File: src/hdl/lzwd_pkg.sv
// Shared types and constants of the LZ77 window decompressor.
package lzwd_pkg;

	localparam int CMD_DEPTH = 4;
	localparam int RES_DEPTH = 4;
	localparam int LEN_BIAS  = 3;
	localparam int MAX_COPY  = 18;

	localparam int CNT_W  = 5;
	localparam int DIST_W = 12;

	typedef struct packed {
		logic              is_copy;
		logic [7:0]        lit;
		logic [DIST_W-1:0] copy_dist;
		logic [CNT_W-1:0]  count;
		logic              done;
	} cmd_t;

	typedef struct packed {
		logic [7:0] data;
		logic       last;
		logic       done;
	} res_t;

endpackage

File: src/hdl/lzwd_front.sv
// Stream parser: header, flag bytes and tokens turned into literal and copy commands.
module lzwd_front (
	input  logic         clk,
	input  logic         arst_n,
	input  logic         cfg_write,
	input  logic         cfg_data,
	input  logic         push,
	output logic         full,
	input  logic [7:0]   in_byte,
	input  logic         stream_start,
	output logic         cmd_push,
	output lzwd_pkg::cmd_t cmd,
	input  logic         cmd_full
);

	localparam logic [2:0] PH_HEADER    = 3'd0;
	localparam logic [2:0] PH_FLAG      = 3'd1;
	localparam logic [2:0] PH_ITEM      = 3'd2;
	localparam logic [2:0] PH_TOKEN_LOW = 3'd3;
	localparam logic [2:0] PH_DONE      = 3'd4;

	logic        has_header_q;
	logic [2:0]  phase_q;
	logic [2:0]  hcount_q;
	logic [23:0] rem_q;
	logic [7:0]  flags_q;
	logic [2:0]  fidx_q;
	logic [7:0]  thigh_q;

	logic [2:0]  e_phase, phase_d;
	logic [2:0]  e_hcount, hcount_d;
	logic [23:0] e_rem, rem_d;
	logic [7:0]  e_flags, flags_d;
	logic [2:0]  e_fidx, fidx_d;
	logic [7:0]  e_thigh, thigh_d;

	logic        accept;
	logic [3:0]  hsum;
	logic [3:0]  htotal;
	logic [3:0]  hpos4;
	logic [1:0]  hpos;
	logic [23:0] hrem;
	logic [4:0]  tlen;
	logic [4:0]  tcount;
	logic        tdone;
	logic        ldone;

	assign full   = cmd_full;
	assign accept = push && !cmd_full;

	always_comb begin
		e_phase  = phase_q;
		e_hcount = hcount_q;
		e_rem    = rem_q;
		e_flags  = flags_q;
		e_fidx   = fidx_q;
		e_thigh  = thigh_q;
		if (stream_start) begin
			e_phase  = PH_HEADER;
			e_hcount = '0;
			e_rem    = '0;
			e_flags  = '0;
			e_fidx   = '0;
			e_thigh  = '0;
		end
	end

	always_comb begin
		hsum   = {1'b0, e_hcount} + 4'(lzwd_pkg::LEN_BIAS);
		htotal = has_header_q ? 4'd8 : 4'd4;
		hpos4  = hsum - htotal;
		hpos   = (hpos4 > 4'd2) ? 2'd2 : hpos4[1:0];
		hrem   = e_rem;
		case (hpos)
			2'd0:    hrem[7:0]   = in_byte;
			2'd1:    hrem[15:8]  = in_byte;
			default: hrem[23:16] = in_byte;
		endcase
		tlen   = 5'(e_thigh[7:4]) + 5'(lzwd_pkg::LEN_BIAS);
		tdone  = (e_rem <= 24'(tlen));
		tcount = tdone ? e_rem[4:0] : tlen;
		ldone  = (e_rem <= 24'd1);
	end

	always_comb begin
		phase_d       = e_phase;
		hcount_d      = e_hcount;
		rem_d         = e_rem;
		flags_d       = e_flags;
		fidx_d        = e_fidx;
		thigh_d       = e_thigh;
		cmd_push      = 1'b0;
		cmd.is_copy   = 1'b0;
		cmd.lit       = in_byte;
		cmd.copy_dist = {e_thigh[3:0], in_byte};
		cmd.count     = 5'd1;
		cmd.done      = ldone;
		case (e_phase)
			PH_HEADER: begin
				hcount_d = e_hcount + 3'd1;
				if (hsum >= htotal) begin
					rem_d = hrem;
					if (hpos == 2'd2) begin
						hcount_d = '0;
						fidx_d   = '0;
						phase_d  = (hrem == '0) ? PH_DONE : PH_FLAG;
					end
				end
			end
			PH_FLAG: begin
				flags_d = in_byte;
				fidx_d  = '0;
				phase_d = PH_ITEM;
			end
			PH_ITEM: begin
				if (e_flags[3'd7 - e_fidx]) begin
					thigh_d = in_byte;
					phase_d = PH_TOKEN_LOW;
				end else begin
					cmd_push = accept;
					rem_d    = (e_rem == '0) ? '0 : e_rem - 24'd1;
					if (ldone) begin
						phase_d = PH_DONE;
					end else if (e_fidx == 3'd7) begin
						fidx_d  = '0;
						phase_d = PH_FLAG;
					end else begin
						fidx_d  = e_fidx + 3'd1;
						phase_d = PH_ITEM;
					end
				end
			end
			PH_TOKEN_LOW: begin
				cmd_push    = accept;
				cmd.is_copy = 1'b1;
				cmd.count   = tcount;
				cmd.done    = tdone;
				rem_d       = e_rem - 24'(tcount);
				if (tdone) begin
					phase_d = PH_DONE;
				end else if (e_fidx == 3'd7) begin
					fidx_d  = '0;
					phase_d = PH_FLAG;
				end else begin
					fidx_d  = e_fidx + 3'd1;
					phase_d = PH_ITEM;
				end
			end
			PH_DONE: begin
				phase_d = PH_DONE;
			end
			default: begin
				phase_d = PH_DONE;
			end
		endcase
	end

	always_ff @(posedge clk or negedge arst_n) begin
		if (!arst_n) begin
			has_header_q <= 1'b0;
			phase_q      <= PH_HEADER;
			hcount_q     <= '0;
			rem_q        <= '0;
			flags_q      <= '0;
			fidx_q       <= '0;
			thigh_q      <= '0;
		end else begin
			if (cfg_write) begin
				has_header_q <= cfg_data;
			end
			if (accept) begin
				phase_q  <= phase_d;
				hcount_q <= hcount_d;
				rem_q    <= rem_d;
				flags_q  <= flags_d;
				fidx_q   <= fidx_d;
				thigh_q  <= thigh_d;
			end
		end
	end

	a_cmd_count: assert property (@(posedge clk) disable iff (!arst_n)
		cmd_push |-> (cmd.count != '0) && (cmd.count <= 5'(lzwd_pkg::MAX_COPY)))
		else $error("Command carries an impossible byte count");

	a_done_holds: assert property (@(posedge clk) disable iff (!arst_n)
		(phase_q == PH_DONE) && !(push && !cmd_full && stream_start) |=> !cmd_push
			|| stream_start)
		else $error("Command issued after the stream ended");

endmodule

File: config.mk
export PLATFORM = sky130hd
export DESIGN_NAME = lzwd_front
export DESIGN_NICKNAME = d
export VERILOG_FILES = /design/src/hdl/lzwd_pkg.sv /design/src/hdl/lzwd_front.sv
export SDC_FILE = /design/constraint.sdc
export NUM_CORES = 1
export LEC_CHECK = 0
export BUFFER_PORTS_ARGS = -buffer_cell sky130_fd_sc_hd__buf_4
export CAP_MARGIN = 40
export CORE_MARGIN = 1
export CORE_UTILIZATION = 40
export CTS_BUF_LIST = sky130_fd_sc_hd__clkbuf_16
export DETAILED_ROUTE_END_ITERATION = 10
export SLEW_MARGIN = 0
export SYNTH_ARGS = -nofsm -noshare
export SYNTH_HDL_FRONTEND = slang
export SYNTH_SLANG_ARGS = --single-unit
File: constraint.sdc
create_clock -name clk -period 4.65 [get_ports clk]
set_input_delay 0.93 -clock clk [delete_from_list [all_inputs] [get_ports clk]]
set_output_delay 0.93 -clock clk [all_outputs]
set_load 0.01 [all_outputs]
==> metrics.txt <==
post-layout minimum cycle time=roughly 4.3 ns; CTS Hold Bufs=0; Die ar.=13640 um^2; Net Switching=0.8898 mW; post-layout net count=about 780; clock sink count=50; Die H=116.8 um; combinational share of power=0.475; Crit Path Category=in -> reg; IO Pins=44; overall power=around 2.0 mW; Clock Path Buffers=2; final period utilization=0.9341; Post-Synthesis Cells=~700; Worst R2R Path Depth=16; GRT overflow=0; global-route wire length before repair=between 30000 and 40000 um; top post-synthesis cells by area=dfrtp_1 24%, a21oi_1 6.3%, o21ai_0 4.8%, ha_1 4.7%, nor2_1 4.6%; H-Tree Depth=2; Setup-failing EPs final=0; CTS tree=built; Avg Inst Size Synth=7.548 um^2; Hold EP=thigh_q[2]; Total Routing Usage GR=0.3189; post-synthesis compound-gate area fraction=0.3042; Initial Utilization=0.4141; Synth Area in Simple Gates=0.2505; mux cell area share after synthesis=0.04654; Peak VDD IR=0.1399 mV; Area growth, synth to finish=16.79%; R2R Path End=rem_q[15]; internal power=~1.1 mW; DRT iter0 DRCs=approximately 700; met3 Usage GRT=0.05201; Fin. Hold Viols=0; Worst Hold Class=reg -> reg; sequential power share=0.320; total of max-cap violations=0; layout cell share with drive strength beyond 1=0.1976; Adder-Cell Fraction of Synth Area=0.05509; Top FF cell, synth=dfrtp_1; largest net degree at the start of global routing=70; CTS resizes=0; Die Wd=116.8 um; met1 Track Usage GR=0.4186; RSZ-0062 raised after global routing=false; antenna cells=0; crit-path cells=buf_4 > or3_1 > ha_1 > o21ai_1 > a21oi_1 > o21ai_2 > nand2_2 > mux2_4 > ha_1 > nor2b_1 > o21ai_0 > a21oi_2 > nor3_1 > mux2i_1 > o32a_1 > o21ai_1; clock-pin slew on the worst setup and hold paths=approximately 0.080 ns; sequential area share after synthesis=0.2375; power per cell area=around 320 nW/um^2; GPL Wtd Cong=approximately 0.99; post-synth top area cell=dfrtp_1; Post-Route Utilization=0.4837; Post-synth EDFFs=0; total CTS buffers=5; Hold Path Origin=thigh_q[2]; Setup Skew=0.006375 ns; Slowest cell on crit path=nor3_1; DP Cell Count=903; DR WL/cell=22.76 um; post-synth cell types=between 70 and 80; FF-to-FF Start=thigh_q[5]; Seq cells post-synth=50; DRT Pass-1 Iters=5; Clock power frac=0.205; busiest grt layer=met2; Site Rows=41; worst skew pair latency=between 0.3 and 0.4 ns; dpl ws=between 0.02 and 0.025 ns; post-synthesis cell area=between 5000 and 6000 um^2; relative slew slack=0.5228; core area=about 13000 um^2; largest family of logic cells by synthesized area=compound AO/OA/AOI/OAI gates; antenna violations before repair=0; Detail Route Antenna Nets=0; sw frac=0.4474; synth warn=0; status=complete, no violations; Synth async-reset ratio=1.000; Slew Limit Fails=0; Max Freq=~230 MHz; setup ws final=around 0.3 ns; vias per inst=between 6 and 7; WP buf/inv=1; number of setup buffers added after CTS=0; Setup crit start kind=input port; Critical Path End Type=flip-flop; Worst Tran Pin Value=0.7092 ns; vias in the first global route=roughly 5500; Synthesized Nets=around 740; met2 Use GR=0.4963; Leakage=between 2 and 2.5 nW; CTS Root Cell=clkbuf_16; DRC violations left=0; critical path arrival=4.58 ns; R2R Setup Slk=~0.42 ns; dpl hpwl=~15000 um; via total after detailed routing=around 5800; Worst Setup SP=stream_start; Final TNS setup=0 ns; Yosys top cell area share=0.2375; port bufs=43; DRT Wirelength=between 20000 and 25000 um; CP delay by family, top=compound AO/OA/AOI/OAI gates; Cell Count, Final, Fillers Out=911; Worst path max stage delay=approximately 0.59 ns; post-synthesis xor/xnor area fraction=0.02992; CP max FO=9; hold depth=2; Critical Path RT=4.89 ns
-- Yosys cell counts, drive strengths merged, types with 6 or more instances --
cell	count
nand2b	26
or3	10
dfrtp	50
clkbuf	34
o211ai	9
o221ai	7
nand2	61
mux2	6
xor2	7
xnor2	11
mux2i	12
a21oi	66
nand3	12
inv	17
ha	20
nor2	66
a22o	10
a221oi	6
nor2b	18
o22ai	8
o21a	8
buf	31
o21ai	56
nor3	34
a31oi	15
nor4	15
-- power groups by stage --
stage               clock network [mW]  registers [mW]  logic, mW
global placement                     0           0.638      0.910
finish                           0.409           0.636      0.944
detailed placement                   0           0.640      0.922
CTS                              0.422           0.631      0.926
global route                     0.430           0.646       1.03
floorplan                            0           0.582      0.657
-- registers in the layout (all words and copies together) (netlist names) --
name / cells
phase_q: 3
hcount_q: 3
fidx_q: 3
rem_q: 24
flags_q: 8
has_header_q: 1
thigh_q: 8
-- worst min-delay path, stage by stage, from the launching register on --
cell and delay, ns:
dfrtp_1 0.34, nand2_1 0.04, o21ai_0 0.07
-- metal layers --
metal | part of all wire | up-vias
met4 | 0.046 | 0
met1 | 0.42 | 2749
met2 | 0.45 | 318
met3 | 0.079 | 68
li1 | - | 2662
met5 | 0 | -
-- logic make-up after synthesis --
logic type               Yosys count
adder cells (fa/ha/maj)           22
flip-flops                        50
AO/OA/AOI/OAI                    240
multiplexers                      20
XOR/XNOR                          18
AND/OR/NAND/NOR                  264
buffers and inverters             84
-- final cells by class --
cell class                      instances  area [um^2]
Clock buffer                            5        125.1
Clock inverter                          3        26.28
Fill cell                            1285         6569
Inverter                               19        71.32
Multi-Input combinational cell        564         3704
Sequential cell                        50         1251
Tap cell                              172        215.2
Timing Repair Buffer                   98        760.7
-- through the flow --
step           area (um^2)  hold WS, ns
2_1_floorplan         5408       0.4422
3_3_place_gp          5987       0.4554
3_5_place_dp          6002       0.4710
4_1_cts               6153       0.4900
5_1_grt               6153       0.5210
6_report              6153       0.4913
-- worst max-delay path by stage --
stage,endpoint,cells after the start,slack [ns]
floorplan,rem_q[7],21,0.008
detailed placement,rem_q[20],18,0.02
finish,rem_q[15],16,0.31
global route,rem_q[20],18,0.04
CTS,rem_q[20],18,0.35
global placement,rem_q[15],16,0.11
-- cell usage in the layout, fill, tap and decap left out, types with 15 or more instances in the layout --
master and count:
nor2_1 63, buf_4 96, o21ai_0 49, nor2b_1 17, nor3_1 34, nand2b_1 25
ha_1 18, inv_1 15, dfrtp_1 50, nand2_1 60, a21oi_1 64
Note: power is estimated with default switching activity, not from simulation.
