===== config.mk =====
export PLATFORM = sky130hd
export DESIGN_NAME = lzwd_fifo
export DESIGN_NICKNAME = d
export VERILOG_FILES = /design/src/hdl/lzwd_fifo.sv
export SDC_FILE = /design/constraint.sdc
export NUM_CORES = 1
export LEC_CHECK = 0
export BUFFER_PORTS_ARGS = -buffer_cell sky130_fd_sc_hd__buf_2
export CAP_MARGIN = 20
export CORE_MARGIN = 3
export CORE_UTILIZATION = 47
export CTS_CLUSTER_DIAMETER = 80
export CTS_CLUSTER_SIZE = 14
export DETAILED_ROUTE_END_ITERATION = 10
export PLACE_DENSITY_LB_ADDON = 0.15
export SYNTH_ARGS = -nofsm -noshare
export SYNTH_HDL_FRONTEND = slang
export SYNTH_SLANG_ARGS = --single-unit

===== constraint.sdc =====
create_clock -name clk -period 2 [get_ports clk]
set_input_delay 0.1 -clock clk [delete_from_list [all_inputs] [get_ports clk]]
set_output_delay 0.1 -clock clk [all_outputs]
set_load 0.005 [all_outputs]

===== src/hdl/lzwd_fifo.sv =====
// Small register FIFO with a push/full and pop/empty interface.
module lzwd_fifo #(
	parameter int WIDTH = 8,
	parameter int DEPTH = 4
) (
	input  logic             clk,
	input  logic             arst_n,
	input  logic             push,
	input  logic [WIDTH-1:0] wdata,
	output logic             full,
	input  logic             pop,
	output logic [WIDTH-1:0] rdata,
	output logic             empty
);

	localparam int AW = (DEPTH > 1) ? $clog2(DEPTH) : 1;
	localparam int CW = $clog2(DEPTH + 1);

	logic [WIDTH-1:0] mem_q [DEPTH];
	logic [AW-1:0]    wr_ptr_q;
	logic [AW-1:0]    rd_ptr_q;
	logic [CW-1:0]    count_q;
	logic             do_push;
	logic             do_pop;

	assign full    = (count_q == CW'(DEPTH));
	assign empty   = (count_q == '0);
	assign do_push = push && !full;
	assign do_pop  = pop && !empty;
	assign rdata   = mem_q[rd_ptr_q];

	always_ff @(posedge clk) begin
		if (do_push) begin
			mem_q[wr_ptr_q] <= wdata;
		end
	end

	always_ff @(posedge clk or negedge arst_n) begin
		if (!arst_n) begin
			wr_ptr_q <= '0;
			rd_ptr_q <= '0;
			count_q  <= '0;
		end else begin
			if (do_push) begin
				wr_ptr_q <= (wr_ptr_q == AW'(DEPTH - 1)) ? '0 : wr_ptr_q + 1'b1;
			end
			if (do_pop) begin
				rd_ptr_q <= (rd_ptr_q == AW'(DEPTH - 1)) ? '0 : rd_ptr_q + 1'b1;
			end
			if (do_push && !do_pop) begin
				count_q <= count_q + 1'b1;
			end else if (do_pop && !do_push) begin
				count_q <= count_q - 1'b1;
			end
		end
	end

	a_count_bound: assert property (@(posedge clk) disable iff (!arst_n)
		count_q <= CW'(DEPTH))
		else $error("FIFO count exceeds its depth");

endmodule


==> metrics.sh, run 1 <==
CP-END-KIND='flop'
DIE-WIDTH_UM=64.7
FIN_NETS=136
SYNTH_TOP_FLOP_CELL='sky130_fd_sc_hd__edfxtp_1'
FMAX_GHz=0.508
ANTENNA_LEFT=0
CTS.HTREE.LEVELS=2
POWER.IR.VDD_WORST_mV=0.748
SETUP.WORST_PATH.START_CLASS='flop'
REGTOREGENDPOINT='count_q[1]'
CTS_BUFFERS=5
YOSYS_WARNINGS=0
GLOBAL_ROUTE_WIRE_LENGTH_BEFORE_REPAIR_MM=4.11
CELLS_AFTER_SYNTHESIS=79
STD_CELL_ROWS=20
TOTAL_WIRELENGTH_MM=2.56
POST_SYNTH_INSTANCE_AREA_UM2=1620
TIMING_WORST_SETUP_PATH_TYPE='reg2reg'
WORSTMARGINPINSLEW_NS=0.446
SYNTH_ENABLE_FLOP_CELLS=32
SYNTHMOSTINSTANTIATEDCELL='sky130_fd_sc_hd__edfxtp_1'
DRT_ITER0_DRC=20
WORSTPATHREQUIRED_NS=2.22
PLACE.PORT_BUFFERS=21
SYNTH.YOSYS.SEQ_AREA_SHARE=0.701
CTS.REPORTEDPATHS.CLKPINSLEW_NS=0.10
ROUTE.VIAS.TOTAL=792
FIN_CRIT_NS=1.97
P_SWITCHING_uW=781
RUN_STATUS='complete, no violations'
DETAILEDPLACEMENTHPWL_MM=1.65
RSZ0062_AT_GRT='true'
DETAIL_ROUTE.VIAS_PER_CELL=4.92
DIE_H_UM=64.7
P_INT_uW=1770
R2R_SETUP_SLACK_NS=0.03
ANTENNA_CELLS=0
DRT_PASS1_ITERATIONS=3
ANTENNA_FOUND_INITIAL=0
INITIAL_UTILIZATION=0.510
DESIGN.DIE.AREA_UM2=4190
GRT_PASS1_VIAS=829
SIGNAL_ARRIVAL_TIME_AT_THE_WORST_ENDPOINT_NS=2.19
FINAL.PERIOD_UTILIZATION=0.985
SYNTH.AVG_CELL_AREA_UM2=20.5
HOLD_VIOLATIONS=0
GRT_START_MAX_NET_PINS=12
SKEW_NS=0.0107
COREAREA_UM2=3180
POWER-PER-CELL-AREA_nW_PER_UM2=1310
YOSYSTOPAREACELLSHARE=0.593
SW_FRAC_OF_TOTAL=0.306
POST_SYNTH_MOST_FREQUENT_CELLS='sky130_fd_sc_hd__edfxtp_1 (32), sky130_fd_sc_hd__mux4_2 (8), sky130_fd_sc_hd__dfrtp_1 (7)'
REG2REGPATHDEPTH=7
SYNTHDISTINCTLIBCELLS=19
DPL-INSTANCE-AREA_UM2=1770
BOUNDARYPINS=22
FINAL_AREA_UM2=1940
POSTSYNTH.ASYNCRESETSHARE=0.179
CTS_ROOT_BUFFER='sky130_fd_sc_hd__clkbuf_4'
TIMING_MAX_TRANSITION_VIOLATIONS_FINAL=0
NUMBER_OF_SYNTHESIZED_REGISTER_BITS=39
MAX-SLEW-MARGIN-REL=0.703
CLKLATENCYLATEPIN_NS=0.34
WORSTREG2REGSTART='count_q[0]'
SYN2LAYOUT_AREA_GROWTH_PCT=20.0
HOLDCRITPATHCLASS='in2async'
SETUP_VIOL=0
ROUTABILITYCONGESTION=0.644
FRACTION_OF_FINAL_LAYOUT_CELLS_WITH_DRIVE_STRENGTH_GREATER_THAN_1=0.479
DRV_CAP=0
ROUTE.DETAILED.DRC=0
CLOCK-SINKS=39
CLK_NETWORK_PWR_SHARE=0.141
SEQPWRFRAC=0.511
SYN-NUM-NETS=98
PART_OF_THE_POWER_IN_COMBINATIONAL_LOGIC=0.348
POST_DRT_WL_PER_CELL_UM=15.9
TOTAL_LEAKAGE_POWER_uW=0.000738
CELL_TAKING_THE_MOST_AREA_AFTER_SYNTHESIS='sky130_fd_sc_hd__edfxtp_1'
TRITONCTS='yes'
CTSLONGESTPATHBUFFERS=2
GRT_UTIL_ALL_LAYERS=0.140
NETLIST_TOP_CELLS_AREA='sky130_fd_sc_hd__edfxtp_1 (59%), sky130_fd_sc_hd__mux4_2 (11%), sky130_fd_sc_hd__dfrtp_1 (11%), sky130_fd_sc_hd__ha_1 (4.6%), sky130_fd_sc_hd__mux2_2 (2.1%)'
WORST-PATH-MAX-FANOUT=3
GR-TOTAL-OVERFLOW=0
FINAL.SETUP.TNS_NS=0
power by group through the flow:
stage	combinational (uW)	clock (uW)	sequential (uW)
6_report	887	361	1300
5_1_grt	978	420	1340
4_1_cts	831	377	1320
3_5_place_dp	805	0	1330
3_3_place_gp	782	0	1310
2_1_floorplan	651	0	1200
layer usage:
layer / vias up / part of all wire / global-route usage
met3: 4 / 0.049 / 0.0537
met4: 0 / 0.011 / 0.0475
met1: 389 / 0.44 / 0.166
met5: - / 0 / 0
met2: 19 / 0.50 / 0.231
li1: 380 / - / -
timing repair:
item	in CTS	in global routing
buffers inserted	0	3
hold endpoints to repair	39	0
resized for setup	3	3
pin swaps	0	2
setup endpoints to repair	1	10
hold buffers	9	0
logic make-up (layout without fill, tap and decap cells):
family,count (synthesis),in the layout,synth area share
flip-flops,39,39,0.701
multiplexers,13,13,0.151
AND/OR/NAND/NOR,11,11,0.0541
adder cells (fa/ha/maj),7,7,0.0587
buffers and inverters,6,44,0.0193
XOR/XNOR,3,3,0.0162
metrics by stage:
step	total power (uW)	hold slack (ns)	setup WS, ns	instances	utilization
after global routing	2730	0.106	-0.0538	161	0.612
after floorplan	1850	-0.196	0.0616	79	-
final	2550	0.123	0.0301	161	0.612
after global placement	2090	-0.0567	0.0827	142	0.556
after CTS	2530	0.105	0.00920	158	0.602
after detailed placement	2130	-0.0547	-0.000589	142	0.556
flip-flops by register name, summed over array words and instances, names as in the netlist:
register  cells
mem_q        32
rd_ptr_q      2
wr_ptr_q      2
count_q       3
final cells by class:
type | count | area [um^2]
clock buffers | 5 | 37.5
clock inverters | 2 | 8.76
fillers | 251 | 1230
inverters | 3 | 11.3
multi-input cells | 34 | 467
flip-flops and latches | 39 | 1140
well taps | 44 | 55.1
repair buffers | 34 | 225
how the worst max path moves through the flow:
stage / from / endpoint / depth (start not counted)
2_1_floorplan: count_q[0] / count_q[2] / 8
3_3_place_gp: count_q[0] / count_q[2] / 8
3_5_place_dp: count_q[0] / count_q[2] / 8
4_1_cts: count_q[1] / count_q[2] / 8
5_1_grt: count_q[1] / count_q[2] / 8
6_report: count_q[0] / count_q[1] / 7
cells in the final DEF (no fill, tap or decap):
cell and instances:
sky130_fd_sc_hd__and2_2 4, sky130_fd_sc_hd__buf_2 21, sky130_fd_sc_hd__buf_4 4, sky130_fd_sc_hd__clkbuf_4 5, sky130_fd_sc_hd__clkinv_1 1, sky130_fd_sc_hd__clkinv_2 1, sky130_fd_sc_hd__dfrtp_1 4, sky130_fd_sc_hd__dfrtp_2 3
sky130_fd_sc_hd__dlygate4sd3_1 9, sky130_fd_sc_hd__edfxtp_1 32, sky130_fd_sc_hd__fa_1 1, sky130_fd_sc_hd__ha_1 5, sky130_fd_sc_hd__ha_2 1, sky130_fd_sc_hd__inv_1 3, sky130_fd_sc_hd__mux2_2 3, sky130_fd_sc_hd__mux2_4 2
sky130_fd_sc_hd__mux4_2 8, sky130_fd_sc_hd__nand2b_4 1, sky130_fd_sc_hd__nor2_1 3, sky130_fd_sc_hd__nor2b_2 1, sky130_fd_sc_hd__nor3_4 1, sky130_fd_sc_hd__nor3b_4 1, sky130_fd_sc_hd__xnor2_1 1, sky130_fd_sc_hd__xor2_1 2
critical path: stages (launching register included):
cell                      delay, ns
sky130_fd_sc_hd__dfrtp_2       0.45
sky130_fd_sc_hd__buf_4         0.16
sky130_fd_sc_hd__nor3b_4       0.21
sky130_fd_sc_hd__nor2b_2       0.07
sky130_fd_sc_hd__ha_2          0.19
sky130_fd_sc_hd__inv_1         0.07
sky130_fd_sc_hd__fa_1          0.43
sky130_fd_sc_hd__mux2_2        0.28
Note: power is estimated with default switching activity, not from simulation.
==> run 2: changes to the inputs <==
--- a/config.mk
+++ b/config.mk
@@ -7,8 +7,10 @@
 export LEC_CHECK = 0
 export BUFFER_PORTS_ARGS = -buffer_cell sky130_fd_sc_hd__buf_2
 export CAP_MARGIN = 20
+export CELL_PAD_IN_SITES_DETAIL_PLACEMENT = 0
+export CELL_PAD_IN_SITES_GLOBAL_PLACEMENT = 1
 export CORE_MARGIN = 3
-export CORE_UTILIZATION = 47
+export CORE_UTILIZATION = 43
 export CTS_CLUSTER_DIAMETER = 80
 export CTS_CLUSTER_SIZE = 14
 export DETAILED_ROUTE_END_ITERATION = 10
==> constraint.sdc (replaced) <==
create_clock -name clk -period 2 [get_ports clk]
set_input_delay 0.4 -clock clk [delete_from_list [all_inputs] [get_ports clk]]
set_output_delay 0.4 -clock clk [all_outputs]
set_load 0.005 [all_outputs]
==> run 2 against run 1 <==
Net effect: maximum frequency increased by 3.0%; clock power rose by 32%; final cell count is 3.7% lower; global-route usage shrank 0.97 points; via count down 2.3%; routed wire length is 6.5% lower; die area up 8.4%; register-to-register slack gained 0.06 ns; first-iteration DRC count rose by 25%; critical endpoint is now count_q[2].
==> metrics.sh, run 2 (synthesis gave the netlist of run 1 again) <==
TOTAL_LEAKAGE_POWER_uW=0.000712
TRITONCTS='yes'
TOTAL_WIRELENGTH_MM=2.39
CTS.HTREE.LEVELS=2
WORST_PATH_MAX_DELAY_CELL='sky130_fd_sc_hd__dfrtp_2'
CTS.REPORTEDPATHS.CLKPINSLEW_NS=0.07
GRT_PASS1_VIAS=831
SYN2LAYOUT_AREA_GROWTH_PCT=16.9
MULTI_INPUT_LOGIC_AREA_UM2=467
COREAREA_UM2=3470
CRIT_TOP_CELL='sky130_fd_sc_hd__xor2_1'
ANTENNA_FOUND_INITIAL=0
SKEW_NS=0.00322
TIMING_MAX_TRANSITION_VIOLATIONS_FINAL=0
SEQUENTIAL_CELL_AREA_UM2=1140
CTS_BUFFERS=5
DRV_CAP=0
REG.LARGEST.LIST='mem_q x32, count_q x3'
WORSTMARGINPINSLEW_NS=0.447
SETUP.WORST_PATH.START_CLASS='flop'
CTS_ROOT_BUFFER='sky130_fd_sc_hd__clkbuf_8'
CTS_POST_SETUP_BUFFERS_INSERTED=0
WORST_PATH_LARGEST_CELL_DELAY_NS=0.46
FIN_CRIT_NS=1.91
SIGNAL_ARRIVAL_TIME_AT_THE_WORST_ENDPOINT_NS=2.12
GRT_UTIL_ALL_LAYERS=0.130
DRT_PASS1_ITERATIONS=4
BOUNDARYPINS=22
CLKLATENCYLATEPIN_NS=0.28
LAYOUT_COMMON_CELLS='sky130_fd_sc_hd__edfxtp_1 (32), sky130_fd_sc_hd__buf_2 (21), sky130_fd_sc_hd__mux4_2 (8)'
POWER-PER-CELL-AREA_nW_PER_UM2=1390
STD_CELL_ROWS=21
DRT_ITER0_DRC=25
INITIAL_UTILIZATION=0.467
RUN_STATUS='complete, no violations'
HOLDCRITPATHCLASS='in2reg'
PLACED_CELLS=146
WORST-PATH-MAX-FANOUT=4
FINISH.UTILIZATION=0.546
GRT_START_MAX_NET_PINS=12
ANTENNA_LEFT=0
POST_DRT_WL_PER_CELL_UM=15.4
FINAL.PERIOD_UTILIZATION=0.956
LAYOUT_COMMONEST_CELL='sky130_fd_sc_hd__edfxtp_1'
NUMBER_OF_STANDARD_CELLS_IN_THE_FINAL_LAYOUT_EXCLUDING_FILLERS=155
CP-END-KIND='flop'
CTSLONGESTPATHBUFFERS=2
FIN_NETS=127
TIMING_WORST_SETUP_PATH_TYPE='reg2reg'
R2R_SETUP_SLACK_NS=0.09
DP_WORST_SETUP_SLACK_NS=0.0515
HOLD_VIOLATIONS=0
NUM-FILL-CELLS=287
REGISTERS.TOP_BY_FF_COUNT='mem_q'
GR-TOTAL-OVERFLOW=0
CLOCK-SINKS=39
ROUTE.DETAILED.DRC=0
DETAIL_ROUTE.VIAS_PER_CELL=4.99
DETAILEDPLACEMENTHPWL_MM=1.69
WORSTPATHREQUIRED_NS=2.21
DESIGN.DIE.AREA_UM2=4540
DIE-WIDTH_UM=67.4
ROUTABILITYCONGESTION=0.692
ROUTE.VIAS.TOTAL=774
POWER.IR.VDD_WORST_mV=0.655
FINAL.SETUP.TNS_NS=0
LARGEST_REGISTER_FFS=32
DIE_H_UM=67.4
MAX-SLEW-MARGIN-REL=0.702
WORSTPATHCELLLIST='nor3_4 > nand2b_4 > ha_2 > inv_1 > fa_1 > xor2_1 > nor2_1 > xor2_1'
ANTENNA_CELLS=0
SETUP_VIOL=0
GLOBAL_ROUTE_WIRE_LENGTH_BEFORE_REPAIR_MM=4.04
PLACE.PORT_BUFFERS=21
FRACTION_OF_FINAL_LAYOUT_CELLS_WITH_DRIVE_STRENGTH_GREATER_THAN_1=0.486
FMAX_GHz=0.523
WORST_SLACK_NS=0.0876
[run 2: what timing repair did]
item                       4_1_cts  5_1_grt
setup endpoints to repair        8        6
hold endpoints to repair         7        0
hold buffers                     1        0
gates resized for setup          1        5
[run 2: worst max-delay path, delay by kind of cell, from the launching register on]
family                     cells  cell delay, ns
xor gates and xnor gates       2            0.31
adders and majority gates      2            0.56
buffers and inverters          1            0.05
DFF                            1            0.46
and+or+nand+nor                3            0.47
[run 2: path summary, 6_finish.rpt]
| kind | start | endpoint | depth (start not counted) |
|---|---|---|---|
| worst max register to register | count_q[1] | count_q[2] | 8 |
| worst min-delay path | wdata[7] | mem_q[2][7] | 1 |
| worst max-delay path | count_q[1] | count_q[2] | 8 |
| worst min register to register | count_q[2] | count_q[2] | 1 |
| min in group asynchronous | arst_n | count_q[2] | 2 |
| max in group asynchronous | arst_n | rd_ptr_q[0] | 2 |
[run 2: stage by stage]
step	hold slack, ns	cell area, um^2	total power [uW]
2_1_floorplan	0.104	1620	1850
3_3_place_gp	0.246	1790	2120
3_5_place_dp	0.250	1790	2160
4_1_cts	0.322	1880	2640
5_1_grt	0.313	1890	2820
6_report	0.328	1890	2630
[run 2: metal layers]
metal | global-route usage | wire, um | vias up
met1 | 0.144 | 967 | 398
met5 | 0 | 0 | -
met3 | 0.0566 | 139 | 2
met4 | 0.0532 | 20 | 0
met2 | 0.218 | 1260 | 19
li1 | - | - | 355
[run 2: report_power, final]
part / total, uW / switching, uW / internal, uW
clock network: 476 / 239 / 237
logic: 839 / 326 / 513
registers: 1310 / 202 / 1110
[run 2: area by class of cell]
type	count	share of cell area
repair buffers	25	0.0727
clock inverters	2	0.00396
clock buffers	6	0.0383
well taps	46	0.0304
flip-flops and latches	39	0.602
multi-input cells	34	0.246
inverters	3	0.00594
